--- src/rtl/tmr_ram.sv ---
`timescale 1ns / 1ps
// ----------------------------------------------------------------------------
// Generic RAM
// One write port, one read port with enable and registered read data.
// ----------------------------------------------------------------------------
module tmr_ram #(
    parameter int DATA_W = 8,
    parameter int DEPTH  = 256,
    localparam int ADDR_W = $clog2(DEPTH)
) (
    input  logic              i_clk,
    input  logic              i_wr_en,
    input  logic [ADDR_W-1:0] i_wr_addr,
    input  logic [DATA_W-1:0] i_wr_data,
    input  logic              i_rd_en,
    input  logic [ADDR_W-1:0] i_rd_addr,
    output logic [DATA_W-1:0] o_rd_data
);

    logic [DATA_W-1:0] r_mem [DEPTH];
    logic [DATA_W-1:0] r_rd_data;

    always_ff @(posedge i_clk) begin
        if (i_wr_en) begin
            r_mem[i_wr_addr] <= i_wr_data;
        end
        if (i_rd_en) begin
            r_rd_data <= r_mem[i_rd_addr];
        end
    end

    assign o_rd_data = r_rd_data;

endmodule

--- config.mk ---
export PLATFORM = sky130hd
export DESIGN_NAME = tmr_ram
export DESIGN_NICKNAME = d
export VERILOG_FILES = /design/src/rtl/tmr_ram.sv
export SDC_FILE = /design/constraint.sdc
export NUM_CORES = 2
export LEC_CHECK = 0
export ABC_AREA = 1
export BUFFER_PORTS_ARGS = -buffer_cell sky130_fd_sc_hd__buf_2
export CORE_MARGIN = 2
export CORE_UTILIZATION = 49
export CTS_BUF_LIST = sky130_fd_sc_hd__clkbuf_2 sky130_fd_sc_hd__clkbuf_4 sky130_fd_sc_hd__clkbuf_8
export DETAILED_ROUTE_END_ITERATION = 10
export PLACE_DENSITY = 0.73
export SLEW_MARGIN = 10
export SYNTH_ARGS = -nofsm -noshare
export SYNTH_HDL_FRONTEND = slang
export SYNTH_SLANG_ARGS = --single-unit
--- constraint.sdc ---
create_clock -name i_clk -period 2.05 [get_ports i_clk]
set_clock_uncertainty 0.05 [all_clocks]
set_input_delay 0.41 -clock i_clk [delete_from_list [all_inputs] [get_ports i_clk]]
set_output_delay 0.41 -clock i_clk [all_outputs]
set_load 0.01 [all_outputs]
# Word level (Yosys, flattened, before mapping)
# Memories as Yosys holds them, arrays and structs flattened. A register that Yosys moved wholly into a read port is not among the register bits.
# Cells that the tools add are included.
classes:
  muxes: 2
ops:
  columns: ["operator", "n"]
  rows:
  - ["$mux W1", 2]
totals:
  ff_bits: 0
  mem_bits_rw: 2048
  inputBits: 27
  output_inout_bits: 8
  wordCells: 3
  n_memories: 1
mem_list:
  columns: ["name", "words", "word_bits", "rd", "rd_clocked_by_memory_dff", "wr", "line", "rtl"]
  rows:
  - ["r_mem", 256, 8, 1, 1, 1, "20", "logic [DATA_W-1:0] r_mem [DEPTH];"]

# Longest topological paths before layout
logic_depth:
  word_depth: 2
  depth_mapped: 15
  ltp_nobuf: 11

# Least setup slack after synthesis
# No wires, ideal clock.
synth_timing:
  path_type: "input port to flip-flop"
  startpoint: "in i_wr_en"
  endpoint: "mem r_mem[162][0] (enable)"
  setup_ps: 370
  t_arrival_ps: 1531
  t_required_ps: 1630
  setup_slack_ps: 99
  stages: 4
  path_buffers: 2
  path_cell_list: "clkbuf_1 nand3_1 clkbuf_1 nor2_1"
synth_via:
  elab_chain_cells: 2
synth_rtl:
  columns: ["item", "line", "rtl"]
  rows:
  - ["start, declared", "12", "input logic i_wr_en,"]
  - ["$mux W1", "24", "if (i_wr_en) begin"]
  - ["$mux W1 (implied by the code)", "25", "r_mem[i_wr_addr] <= i_wr_data;"]
  - ["end, declared", "20", null]
# Every way passes these cells.

# Final worst setup path
layout_timing:
  startpoint: "reg r_rd_data[5] (netlist: o_rd_data[5]) (read register of r_mem)"
  endpoint: "out o_rd_data[5]"
layout_lines:
  columns: ["item", "line", "rtl"]
  rows:
  - ["start, declared", "21", "logic [DATA_W-1:0] r_rd_data;"]
  - ["end, declared", "17", "output logic [DATA_W-1:0] o_rd_data"]
# No word-level cell between the ends.

==> metrics.txt <==
outcome=finished with violations; failing checks=negative setup slack; R2R Path Start=r_mem[193][5]; fin crit share=120%; post-CTS setup buffer count=0; largest area contributor in the netlist=edfxtp_1; Finished Layout Cells=10100; RSZ-0062 raised after global routing=yes; CP startpoint kind=register; Crit Path Max Fanout=1; Register Area=slightly above 0.06 mm²; Leak Pwr=about 36 nW; FF-to-FF setup slack=roughly 0.050 ns; R2R depth=10; synth top area cells=edfxtp_1, nand3_1, nand2_1; Seq/Total Area, Yosys=around three quarters; Syn Area/Cell=11.9 µm²; worst slew pin tran=between 0.8 and 0.9 ns; relative slew slack=approximately two fifths; Die X=~420 µm; Fin Hold WS=0.131 ns; share of layout cells above drive strength 1=approximately 16%; die height=roughly 420 µm; final WL=between 200 and 250 mm; Vias per Instance=about 5.8; crit path capture=o_rd_data[5]; Period minus WS final=about 2.5 ns; DP Worst Slack=-0.719 ns; Crit Reg-Reg Endpoint=o_rd_data[5]; WP data required=1.59 ns; Power Total=roughly 87 mW; CP max stage delay=a little over 0.7 ns; clock sinks=approximately 2100; Post-DP Area=a little over 0.09 mm²; Iter 0 DRT Violations=approximately 8300; total gr overflow=0; GRT Overall Usage=26.2%; final setup margin=-0.403 ns; routability cong.=slightly below 1; initial antenna violation count=12; CP Cell Sequence=buf_2; CTS tree=built; Setup Viol. Count Final=8; clock slew at reported path FFs=about 0.060 ns; first-pass GRT wire length=roughly 340 mm; number of global-route vias before repair=between 50000 and 60000; Synth Instances=approximately 7000; Port Buf Inserts=34; CP Depth=1; Tightest Hold Check Type=input port to register; pin count of the biggest net entering global routing=90; # H-tree levels=5; Crit. Startpoint=o_rd_data[5]; ANT nets after route=0; Final #Nets=between 7000 and 8000; Core Area=roughly 0.17 mm²; clock buffer depth=4; register bit count reported by yosys=around 2100; top cell type's share of synthesized area=about three quarters; Ys Warns=0; worst skew pair latency=approximately 1.1 ns; DR WL/cell=around 23 µm; pwr dens=approximately 890 mW/mm²; final slew viol count=0; Post-Place Cells=roughly 9500; commonest non-fill, non-tap cell in the layout=nand2_1; multi-input logic area=0.0192 mm²; Die Area=roughly 0.17 mm²; # IOs=35; Fillers=13000; Final Hold Fails=0; Root Driver=clkbuf_8; Synthesized Nets=between 7000 and 8000; Post-route DRC=0; worst path bufs/invs=1; Detail Placement HPWL=143 mm; crit-path leading delay family=flip-flops; highest-delay cell along the critical path=edfxtp_1; final instance area=~0.098 mm²; Mapped Area=about 0.083 mm²; largest vdd supply drop=about 0.67 mV; fmax=a little over 400 MHz; CP endpoint kind=primary output; TritonCTS Buffers=336; kind of critical path=register to primary output; Starting Density=49.3%; commonest non-fill, non-tap cells in the layout=nand2_1, edfxtp_1, nand3_1, buf_4, clkbuf_8; Rows=151; Netlist cell types=13; Synth-to-Final Area Change=17.4%; arrival time of the worst setup path=approximately 2.0 ns; maxcap violations=0; routed vias=58800; 1st-pass router iterations=6
[per-stage QoR]
stage,utilization [%],setup TNS (ns)
final,57.9,-0.619
after global routing,57.9,-0.931
after CTS,57.9,-0.991
after detailed placement,54.0,-8.36
after global placement,54.0,-4.68
after floorplan,-,0
[area by class of cell]
| type | instances | area share (%) |
|---|---|---|
| Timing Repair Buffer | 766 | 7.93 |
| Antenna cell | 11 | 0.0281 |
| Tap cell | 2218 | 2.83 |
| Inverter | 39 | 0.184 |
| Clock inverter | 114 | 0.813 |
| Sequential cell | 2056 | 63.0 |
| Clock buffer | 452 | 5.65 |
| Multi-Input combinational cell | 4425 | 19.6 |
[flip-flops by register name, summed over array words and instances, names as in the netlist]
register and count:
r_mem 2048, o_rd_data 8
[cells by family after synthesis]
group,Yosys count,share of synthesized area [%]
buffers and inverters,522,3.12
DFF,2056,74.0
and+or+nand+nor,4425,22.9
[how the worst min path moves through the flow]
stage,from,to,slack [ns],cells after the start
2_1_floorplan,i_wr_data[0],r_mem[0][0],0.46,0
3_3_place_gp,i_wr_data[4],r_mem[71][4],0.73,1
3_5_place_dp,i_wr_data[4],r_mem[68][4],0.74,1
4_1_cts,i_wr_en,r_mem[184][0],0.03,4
5_1_grt,i_wr_en,r_mem[184][3],0.14,4
6_report,i_wr_en,r_mem[184][0],0.13,4
[synth_stat cells, drive strengths merged]
master and count:
nand3 2019, nand2 2123, edfxtp 2056, inv 39, buf 371, nor2 283
clkbuf 112
[timing repair]
action / CTS / global route
endpoints found under the hold margin: 1812 / 0
resized for setup: 16 / 6
endpoints found under the setup margin: 10 / 12
hold buffers: 11 / 0
[power breakdown]
part	leakage [nW]	internal, mW	switching (mW)
clock	3.35	18.8	15.7
sequential	18.5	46.4	0.0393
combinational	13.7	1.89	4.22
[metal layers]
| layer | wire length [µm] | part of all wire (%) | track usage (%) |
|---|---|---|---|
| met1 | 84800 | 37 | 34.1 |
| met2 | 108000 | 47 | 41.1 |
| met3 | 26400 | 11 | 6.17 |
| met4 | 11900 | 5.1 | 13.7 |
| met5 | 42 | 0.018 | 0 |
Power figures use the tool's default switching activity.
