File: config.mk
export PLATFORM = sky130hd
export DESIGN_NAME = tmr_shade_unit
export DESIGN_NICKNAME = d
export VERILOG_FILES = /design/src/rtl/tmr_pkg.sv /design/src/rtl/tmr_shade_unit.sv
export SDC_FILE = /design/constraint.sdc
export NUM_CORES = 1
export LEC_CHECK = 0
export BUFFER_PORTS_ARGS = -buffer_cell sky130_fd_sc_hd__buf_4
export CORE_AREA = 2 2 39 41
export DETAILED_ROUTE_END_ITERATION = 12
export DIE_AREA = 0 0 41 43
export GPL_ROUTABILITY_DRIVEN = 0
export MAX_ROUTING_LAYER = met4
export SYNTH_ARGS = -nofsm -noshare
export SYNTH_HDL_FRONTEND = slang
export SYNTH_SLANG_ARGS = --single-unit
export TNS_END_PERCENT = 5
File: constraint.sdc
create_clock -name vclk -period 2.72
set_input_delay 0.816 -clock vclk [all_inputs]
set_output_delay 0.816 -clock vclk [all_outputs]
set_load 0.01 [all_outputs]
File: src/rtl/tmr_pkg.sv
`timescale 1ns / 1ps
// ----------------------------------------------------------------------------
// Tile map renderer package
// Store sizes, request and register codes, sequencer states and shared types.
// ----------------------------------------------------------------------------
package tmr_pkg;

    // Tile store size must be a power of two (addresses wrap at its size).
    localparam int TILE_STORE_BYTES = 65536;
    localparam int PALETTE_ENTRIES  = 256;
    localparam int TILE_ADDR_W      = $clog2(TILE_STORE_BYTES);
    localparam int PAL_ADDR_W       = $clog2(PALETTE_ENTRIES);

    localparam int POS_W = 5;
    localparam logic [POS_W-1:0] LAST_POS = 5'd31;

    // Request codes
    localparam logic [1:0] REQ_RENDER = 2'd0;
    localparam logic [1:0] REQ_GFX_WR = 2'd1;
    localparam logic [1:0] REQ_PAL_WR = 2'd2;

    // Register indexes
    localparam logic [1:0] CFG_SINGLE_PAL  = 2'd0;
    localparam logic [1:0] CFG_EIGHT_BPP   = 2'd1;
    localparam logic [1:0] CFG_OPAQUE_ZERO = 2'd2;

    localparam logic [7:0] LO_NIBBLE = 8'h0F;
    localparam logic [7:0] HI_NIBBLE = 8'hF0;
    localparam logic [7:0] ALPHA_OPAQUE = 8'd255;

    typedef enum logic [2:0] {
        ST_IDLE,
        ST_GFX,
        ST_IDX,
        ST_IDX2,
        ST_PAL_L,
        ST_PAL_R,
        ST_EMIT
    } t_state;

    // Result of the shared shading unit
    typedef struct packed {
        logic [PAL_ADDR_W-1:0] pal_addr;
        logic                  transparent;
    } t_shade_res;

endpackage

File: src/rtl/tmr_shade_unit.sv
`timescale 1ns / 1ps
// ----------------------------------------------------------------------------
// Shading unit
// Add the palette offset to a pixel index and flag transparent index zero.
// ----------------------------------------------------------------------------
module tmr_shade_unit (
    input  logic [7:0]          i_index,
    input  logic [7:0]          i_pal_base,
    input  logic                i_opaque_zero,
    output tmr_pkg::t_shade_res o_res
);
    import tmr_pkg::*;

    logic [7:0] sum;

    // wraps modulo the palette size
    assign sum = i_index + i_pal_base;

    always_comb begin
        o_res.pal_addr    = sum[PAL_ADDR_W-1:0];
        o_res.transparent = (i_index == 8'd0) && !i_opaque_zero;
    end

endmodule

---- Yosys cells after proc, flatten, opt, wreduce, memory -nomap -nowiden ----
Index checks and enable logic that the tools add are counted.
word-level totals
  logic and storage cells ................. 4
  register bits after elaboration ......... 0
  output and inout port bits .............. 9
  bits of input ports ..................... 17
cells by class
  reductions and logical operators ........ 3
  $add $sub $neg .......................... 1
operators with widths
  kind               number
  $add 8x8->8        1
  $logic_not 8->1    1
  $logic_and 1x1->1  1
  $logic_not 1->1    1

---- Longest topological paths before layout ----
Gate-level depths: netlist (run 1).
  depth after elaboration ................. 2
  depth in mapped cells ................... 6
  gate-level depth less buffers ........... 6

---- Worst setup path after synthesis (run 1) ----
No wires, ideal clock.
  kind .................................... input port to output port
  start point ............................. input port i_index[0]
  end point ............................... output port o_res[7] in the netlist's numbering
  setup slack ............................. -0.116 ns
  cell stages on the path ................. 6
  path buffers ............................ 0
  arrival time ............................ 2.020 ns
  path through ............................ ha_1 -> inv_1 -> fa_1 -> nor2b_4 -> o31a_1 -> o311ai_1
RTL lines
  item                RTL line              source
  start: declaration  tmr_shade_unit.sv:7   input logic [7:0] i_index,
  end: declaration    tmr_shade_unit.sv:10  output tmr_pkg::t_shade_res o_res

==> flow_metrics.env, run 1 <==
export IMPL_core_um2=1380
export IMPL_tightest_slew_ps=281
export IMPL_failed_checks="setup timing"
export IMPL_seq_cell_count=0
export IMPL_grt_pass1_vias=485
export IMPL_grt_overflow_total=0
export IMPL_met2_usage_pct=27.2
export IMPL_critPathCaptureType="primary output"
export IMPL_die_y_um=43
export IMPL_grt_setup_unrepaired="yes"
export IMPL_maxSlewViolCount=0
export IMPL_critPathMaxFanout=2
export IMPL_synth_top_cell_by_area="ha_1"
export IMPL_grt_max_degree=7
export IMPL_cpPeakStageDelay_ps=300
export IMPL_multi_input_area_um2=415
export IMPL_place_hpwl_um=947
export IMPL_max_freq_mhz=346
export IMPL_seqCellArea_um2=0
export IMPL_layout_common_cells="36 x buf_4, 4 x inv_1"
export IMPL_synth_top_area_share_pct=24.9
export IMPL_drive_gt1_share_pct=61.9
export IMPL_setup_viol=4
export IMPL_worstPathRequired_ps=1900
export IMPL_placed_cell_area_um2=644
export IMPL_min_from="i_index[7]"
export IMPL_row_count=14
export IMPL_ir_drop_uv=112
export IMPL_period_minus_slack_ps=2890
export IMPL_synth_yosys_seq_area_share_pct=0
export IMPL_nClkBuffers=0
export IMPL_design_area_um2=751
export IMPL_vias=501
export IMPL_grt_busiest_layer="met2"
export IMPL_avgSynthCellArea_um2=7.64
export IMPL_die_w_um=41
export IMPL_syn_inst=46
export IMPL_finalHoldViolations=0
export IMPL_met1_usage_pct=17.8
export IMPL_start_util_pct=25.4
export IMPL_status="finished with violations"
export IMPL_final_nets=111
export IMPL_ys_warn_count=0
export IMPL_finalSetupTns_ps=-462
export IMPL_crit_buf_inv=3
export IMPL_synthTopCellsByArea="ha_1 25%, a21oi_1 7.1%, o211ai_1 6.4%"
export IMPL_ctsHoldBuffers=0
export IMPL_grt_usage_pct=14.7
export IMPL_io_buffers=26
export IMPL_start_kind="input pin"
export IMPL_leakage_nw=0.341
export IMPL_crit_path_cell_trace="buf_8 -> ha_4 -> inv_2 -> fa_2 -> nor2b_4 -> o31a_1 -> o311ai_2 -> buf_4"
export IMPL_hold_end="o_res[0]"
export IMPL_post_route_period_util_pct=106
export IMPL_max_cap_viol_count=0
export IMPL_dr_first_iter_drc_count=3
export IMPL_crit_slowest_cell="o31a_1"
export IMPL_crit_family="compound AO/OA/AOI/OAI gates"
export IMPL_antenna_cells=0
export IMPL_fill_cells=152
export IMPL_wl_per_cell_um=12.2
export IMPL_antenna_found_initial=0
export IMPL_ant_nets=0
export IMPL_avgViaCountPerCell=5.01
export IMPL_setup_slack_ps=-168
export IMPL_firstDrtPassIters=4
export IMPL_hold_class="in2out"
export IMPL_synth_distinct_cells=24
export IMPL_grt_pass1_wl_mm=1.86
export IMPL_hold_depth=3
export IMPL_syn_to_final_growth_pct=114
export IMPL_netlist_area_um2=352
export IMPL_wirelength_mm=1.22
export IMPL_slew_headroom_pct=81.3
export IMPL_drc=0
export IMPL_dieArea_um2=1760
export IMPL_p_per_area_nw_per_um2=233
export IMPL_io_pins=26
export IMPL_arrival_ps=2070
export IMPL_grt_use_met3_pct=0
export IMPL_crit_type="in2out"
export IMPL_syn_nets=71
export IMPL_final_common_cell="buf_4"
synth_stat cells, drive strengths merged:
| library cell | n |
|---|---|
| o31a | 1 |
| o21ai | 2 |
| inv | 5 |
| o21a | 1 |
| nand2b | 1 |
| a211oi | 1 |
| a221oi | 1 |
| xor2 | 2 |
| ha | 7 |
| nor3b | 1 |
| nand2 | 2 |
| nor2b | 2 |
| o2bb2ai | 1 |
| a21oi | 5 |
| o211ai | 3 |
| o311ai | 2 |
| a21o | 1 |
| nor2 | 2 |
| xnor2 | 2 |
| nor4 | 2 |
| fa | 1 |
| nor3 | 1 |
through the flow:
step / worst slack, ps / hold slack [ps] / instances / utilization, % / power, mW
final: -168 / 1910 / 100 / 54.2 / 0.175
after global routing: -218 / 1930 / 100 / 54.2 / 0.189
after CTS: -240 / 1880 / 99 / 50.5 / 0.166
after detailed placement: -276 / 1890 / 97 / 46.6 / 0.153
after global placement: -259 / 1890 / 97 / 46.6 / 0.152
after floorplan: 9.88 / 1680 / 46 / - / 0.0770
worst max path at each step:
stage / startpoint / endpoint / slack (ps) / cells after the start
after floorplan: i_index[0] / o_res[7] / 10 / 6
after global placement: i_index[0] / o_res[7] / -260 / 8
after CTS: i_index[0] / o_res[7] / -240 / 8
final: i_index[0] / o_res[7] / -170 / 8
after detailed placement: i_index[0] / o_res[7] / -280 / 8
after global routing: i_index[0] / o_res[7] / -220 / 8
tightest hold or removal path, delay by kind of cell:
kind                   cells  cell delay (ps)
buffers and inverters      2              230
AND/OR/NAND/NOR            1               50
layer usage:
metal  wire (um)  vias up
li1            -      253
met5           0        -
met3          92        0
met4           0        0
met2         640       19
met1         490      229
where the power goes:
group / total [mW] / internal, mW / switching (mW)
Clock: 0 / 0 / 0
Sequential: 0 / 0 / 0
Combinational: 0.175 / 0.0989 / 0.0757
Total: 0.175 / 0.0989 / 0.0757
cell families after synthesis:
family	Yosys count	synth area share (%)
AOI/OAI and AO/OA	18	35.2
xor gates and xnor gates	4	9.97
adders and majority gates	8	30.6
buffers and inverters	5	5.34
and+or+nand+nor	11	18.9
final cells by class:
type / instances / area share, %
Tap cell: 16 / 2.67
Multi-Input combinational cell: 41 / 55.3
Inverter: 5 / 2.50
Timing Repair Buffer: 38 / 39.5
timing repair:
action	in CTS	in global routing
pin swaps	4	5
gates resized for setup	9	7
endpoints found under the setup margin	5	5
buffers inserted	2	1
Note: power is estimated with default switching activity, not from simulation.
==> run 2: changes to the inputs <==
Settings changed: ABC_AREA set to 1.
==> run 2 against run 1 <==
The run still ends with setup timing left; worst hold slack improved by 9.4 ps; power fell by 5.3%; global-route usage decreased by 0.42 points; setup slack gained 160 ps; via count decreased by 1.0%; sequential share of layout area unchanged; final area down 3.2%; combinational power fell by 6%; synthesized cell count up 43%; first-iteration DRC count increased by 33%; synthesized area increased by 8.2%; largest cell class unchanged.
==> flow_metrics.env, run 2 <==
export IMPL_status="finished with violations"
export IMPL_failed_checks="setup timing"
export IMPL_drive_gt1_share_pct=45.6
export IMPL_ir_drop_uv=106
export IMPL_critPathMaxFanout=2
export IMPL_io_buffers=26
export IMPL_ant_nets=0
export IMPL_start_kind="input pin"
export IMPL_synthTopCellsByArea="ha_1 23%, nand2_1 21%, inv_1 12%"
export IMPL_grt_overflow_total=0
export IMPL_antenna_cells=0
export IMPL_netlist_top_cells_count="21 x nand2_1, 12 x inv_1, 7 x ha_1"
export IMPL_vias=496
export IMPL_wirelength_um=998
export IMPL_netlist_area_um2=380
export IMPL_drc=0
export IMPL_slew_headroom_pct=87.3
export IMPL_synth_distinct_cells=16
export IMPL_finalHoldViolations=0
export IMPL_hold_class="in2out"
export IMPL_syn_inst=66
export IMPL_fill_cells=140
export IMPL_crit_type="in2out"
export IMPL_final_common_cell="buf_4"
export IMPL_die_y_um=43
export IMPL_whs_ps=1920
export IMPL_tightest_slew_ps=189
export IMPL_avgViaCountPerCell=4.17
export IMPL_io_pins=26
export IMPL_max_freq_mhz=367
export IMPL_synth_yosys_seq_area_share_pct=0
export IMPL_row_count=14
export IMPL_antenna_found_initial=0
export IMPL_avgSynthCellArea_um2=5.76
export IMPL_dr_first_iter_drc_count=4
export IMPL_wl_per_cell_um=8.39
export IMPL_ys_warn_count=0
export IMPL_place_hpwl_um=809
export IMPL_grt_pass1_wl_mm=1.84
export IMPL_start_util_pct=27.5
export IMPL_period_minus_slack_ps=2730
export IMPL_syn_to_final_growth_pct=91.1
export IMPL_p_per_area_nw_per_um2=228
export IMPL_setup_viol=1
export IMPL_arrival_ps=1910
export IMPL_power_total_uw=165
export IMPL_dieArea_um2=1760
export IMPL_grt_usage_pct=14.2
export IMPL_core_um2=1380
export IMPL_seq_cell_count=0
export IMPL_post_synth_top_count_cell="nand2_1"
export IMPL_leakage_nw=0.424
export IMPL_max_cap_viol_count=0
export IMPL_seqCellArea_um2=0
export IMPL_final_nets=130
export IMPL_syn_nets=91
export IMPL_critPathCaptureType="primary output"
export IMPL_grt_max_degree=5
export IMPL_multi_input_area_um2=365
export IMPL_maxSlewViolCount=0
export IMPL_firstDrtPassIters=4
export IMPL_post_route_period_util_pct=100
export IMPL_grt_setup_unrepaired="yes"
export IMPL_nClkBuffers=0
export IMPL_layout_common_cells="34 x buf_4, 20 x nand2_1, 11 x inv_1"
export IMPL_grt_pass1_vias=474
export IMPL_die_w_um=41
export IMPL_setup_slack_ps=-6.18
export IMPL_worstPathRequired_ps=1900
export IMPL_synth_top_area_share_pct=23.0
export IMPL_synth_top_cell_by_area="ha_1"
==> run 2: cell types whose count changed after synthesis, sizes merged, moves of 3 or more <==
| cell | previous run | this run |
|---|---|---|
| o211ai | 3 | 0 |
| nand2 | 2 | 23 |
| nor2 | 2 | 5 |
| a21oi | 5 | 2 |
| nand3 | 0 | 5 |
| inv | 5 | 12 |
==> run 2: layer usage <==
metal / global-route usage (%) / vias to the layer above / part of all wire (%)
li1: - / 278 / -
met1: 19.4 / 207 / 42
met2: 24.4 / 11 / 53
met3: 0 / 0 / 4.2
met4: 0 / 0 / 0
met5: - / - / 0
==> run 2: per-stage QoR <==
step	utilization (%)	setup WS [ps]	instance area (um2)	TNS, ps	std cells
floorplan	-	66.9	380	0	66
global placement	48.5	-128	671	-259	118
detailed placement	48.5	-149	671	-249	118
CTS	51.3	-43.5	709	-77.5	118
global route	52.5	-103	727	-353	119
finish	52.5	-6.18	727	-6.18	119
==> run 2: final timing paths <==
| kind | start | endpoint | slack, ps | depth (start not counted) |
|---|---|---|---|---|
| hold / removal | i_pal_base[0] | o_res[1] | 1920 | 3 |
| setup / recovery | i_index[0] | o_res[7] | -6 | 12 |
==> run 2: worst max-delay path, stage by stage <==
cell	delay, ps
buf_8	80
ha_4	130
inv_2	30
fa_2	330
inv_1	60
nand2_1	50
nand2_2	70
nand3_2	70
nand2_1	60
nand2_1	50
nand2_1	70
buf_6	100
==> run 2: cell families (layout without fill, tap and decap cells) <==
| logic type | count (synthesis) | count (layout) | synth area share, % |
|---|---|---|---|
| compound gates | 2 | 2 | 2.63 |
| simple gates | 39 | 39 | 47.0 |
| buf+inv | 13 | 50 | 12.8 |
| fa+ha+maj | 8 | 8 | 28.3 |
| xor+xnor | 4 | 4 | 9.21 |
==> run 2: repair_timing <==
action,in CTS,in global routing
hold buffers,0,0
resized for setup,10,2
endpoints found under the setup margin,4,5
setup buffers,0,1
pin swaps,3,3
==> run 2: power by group <==
group	internal [mW]	switching (mW)	total, mW
clock	0	0	0
sequential	0	0	0
combinational	0.0938	0.0716	0.165
==> run 2: layout make-up <==
class,count,area share [%]
inverter,13,6.71
tap,16,2.75
timing repair buffer,37,40.3
multi-input combinational,53,50.3
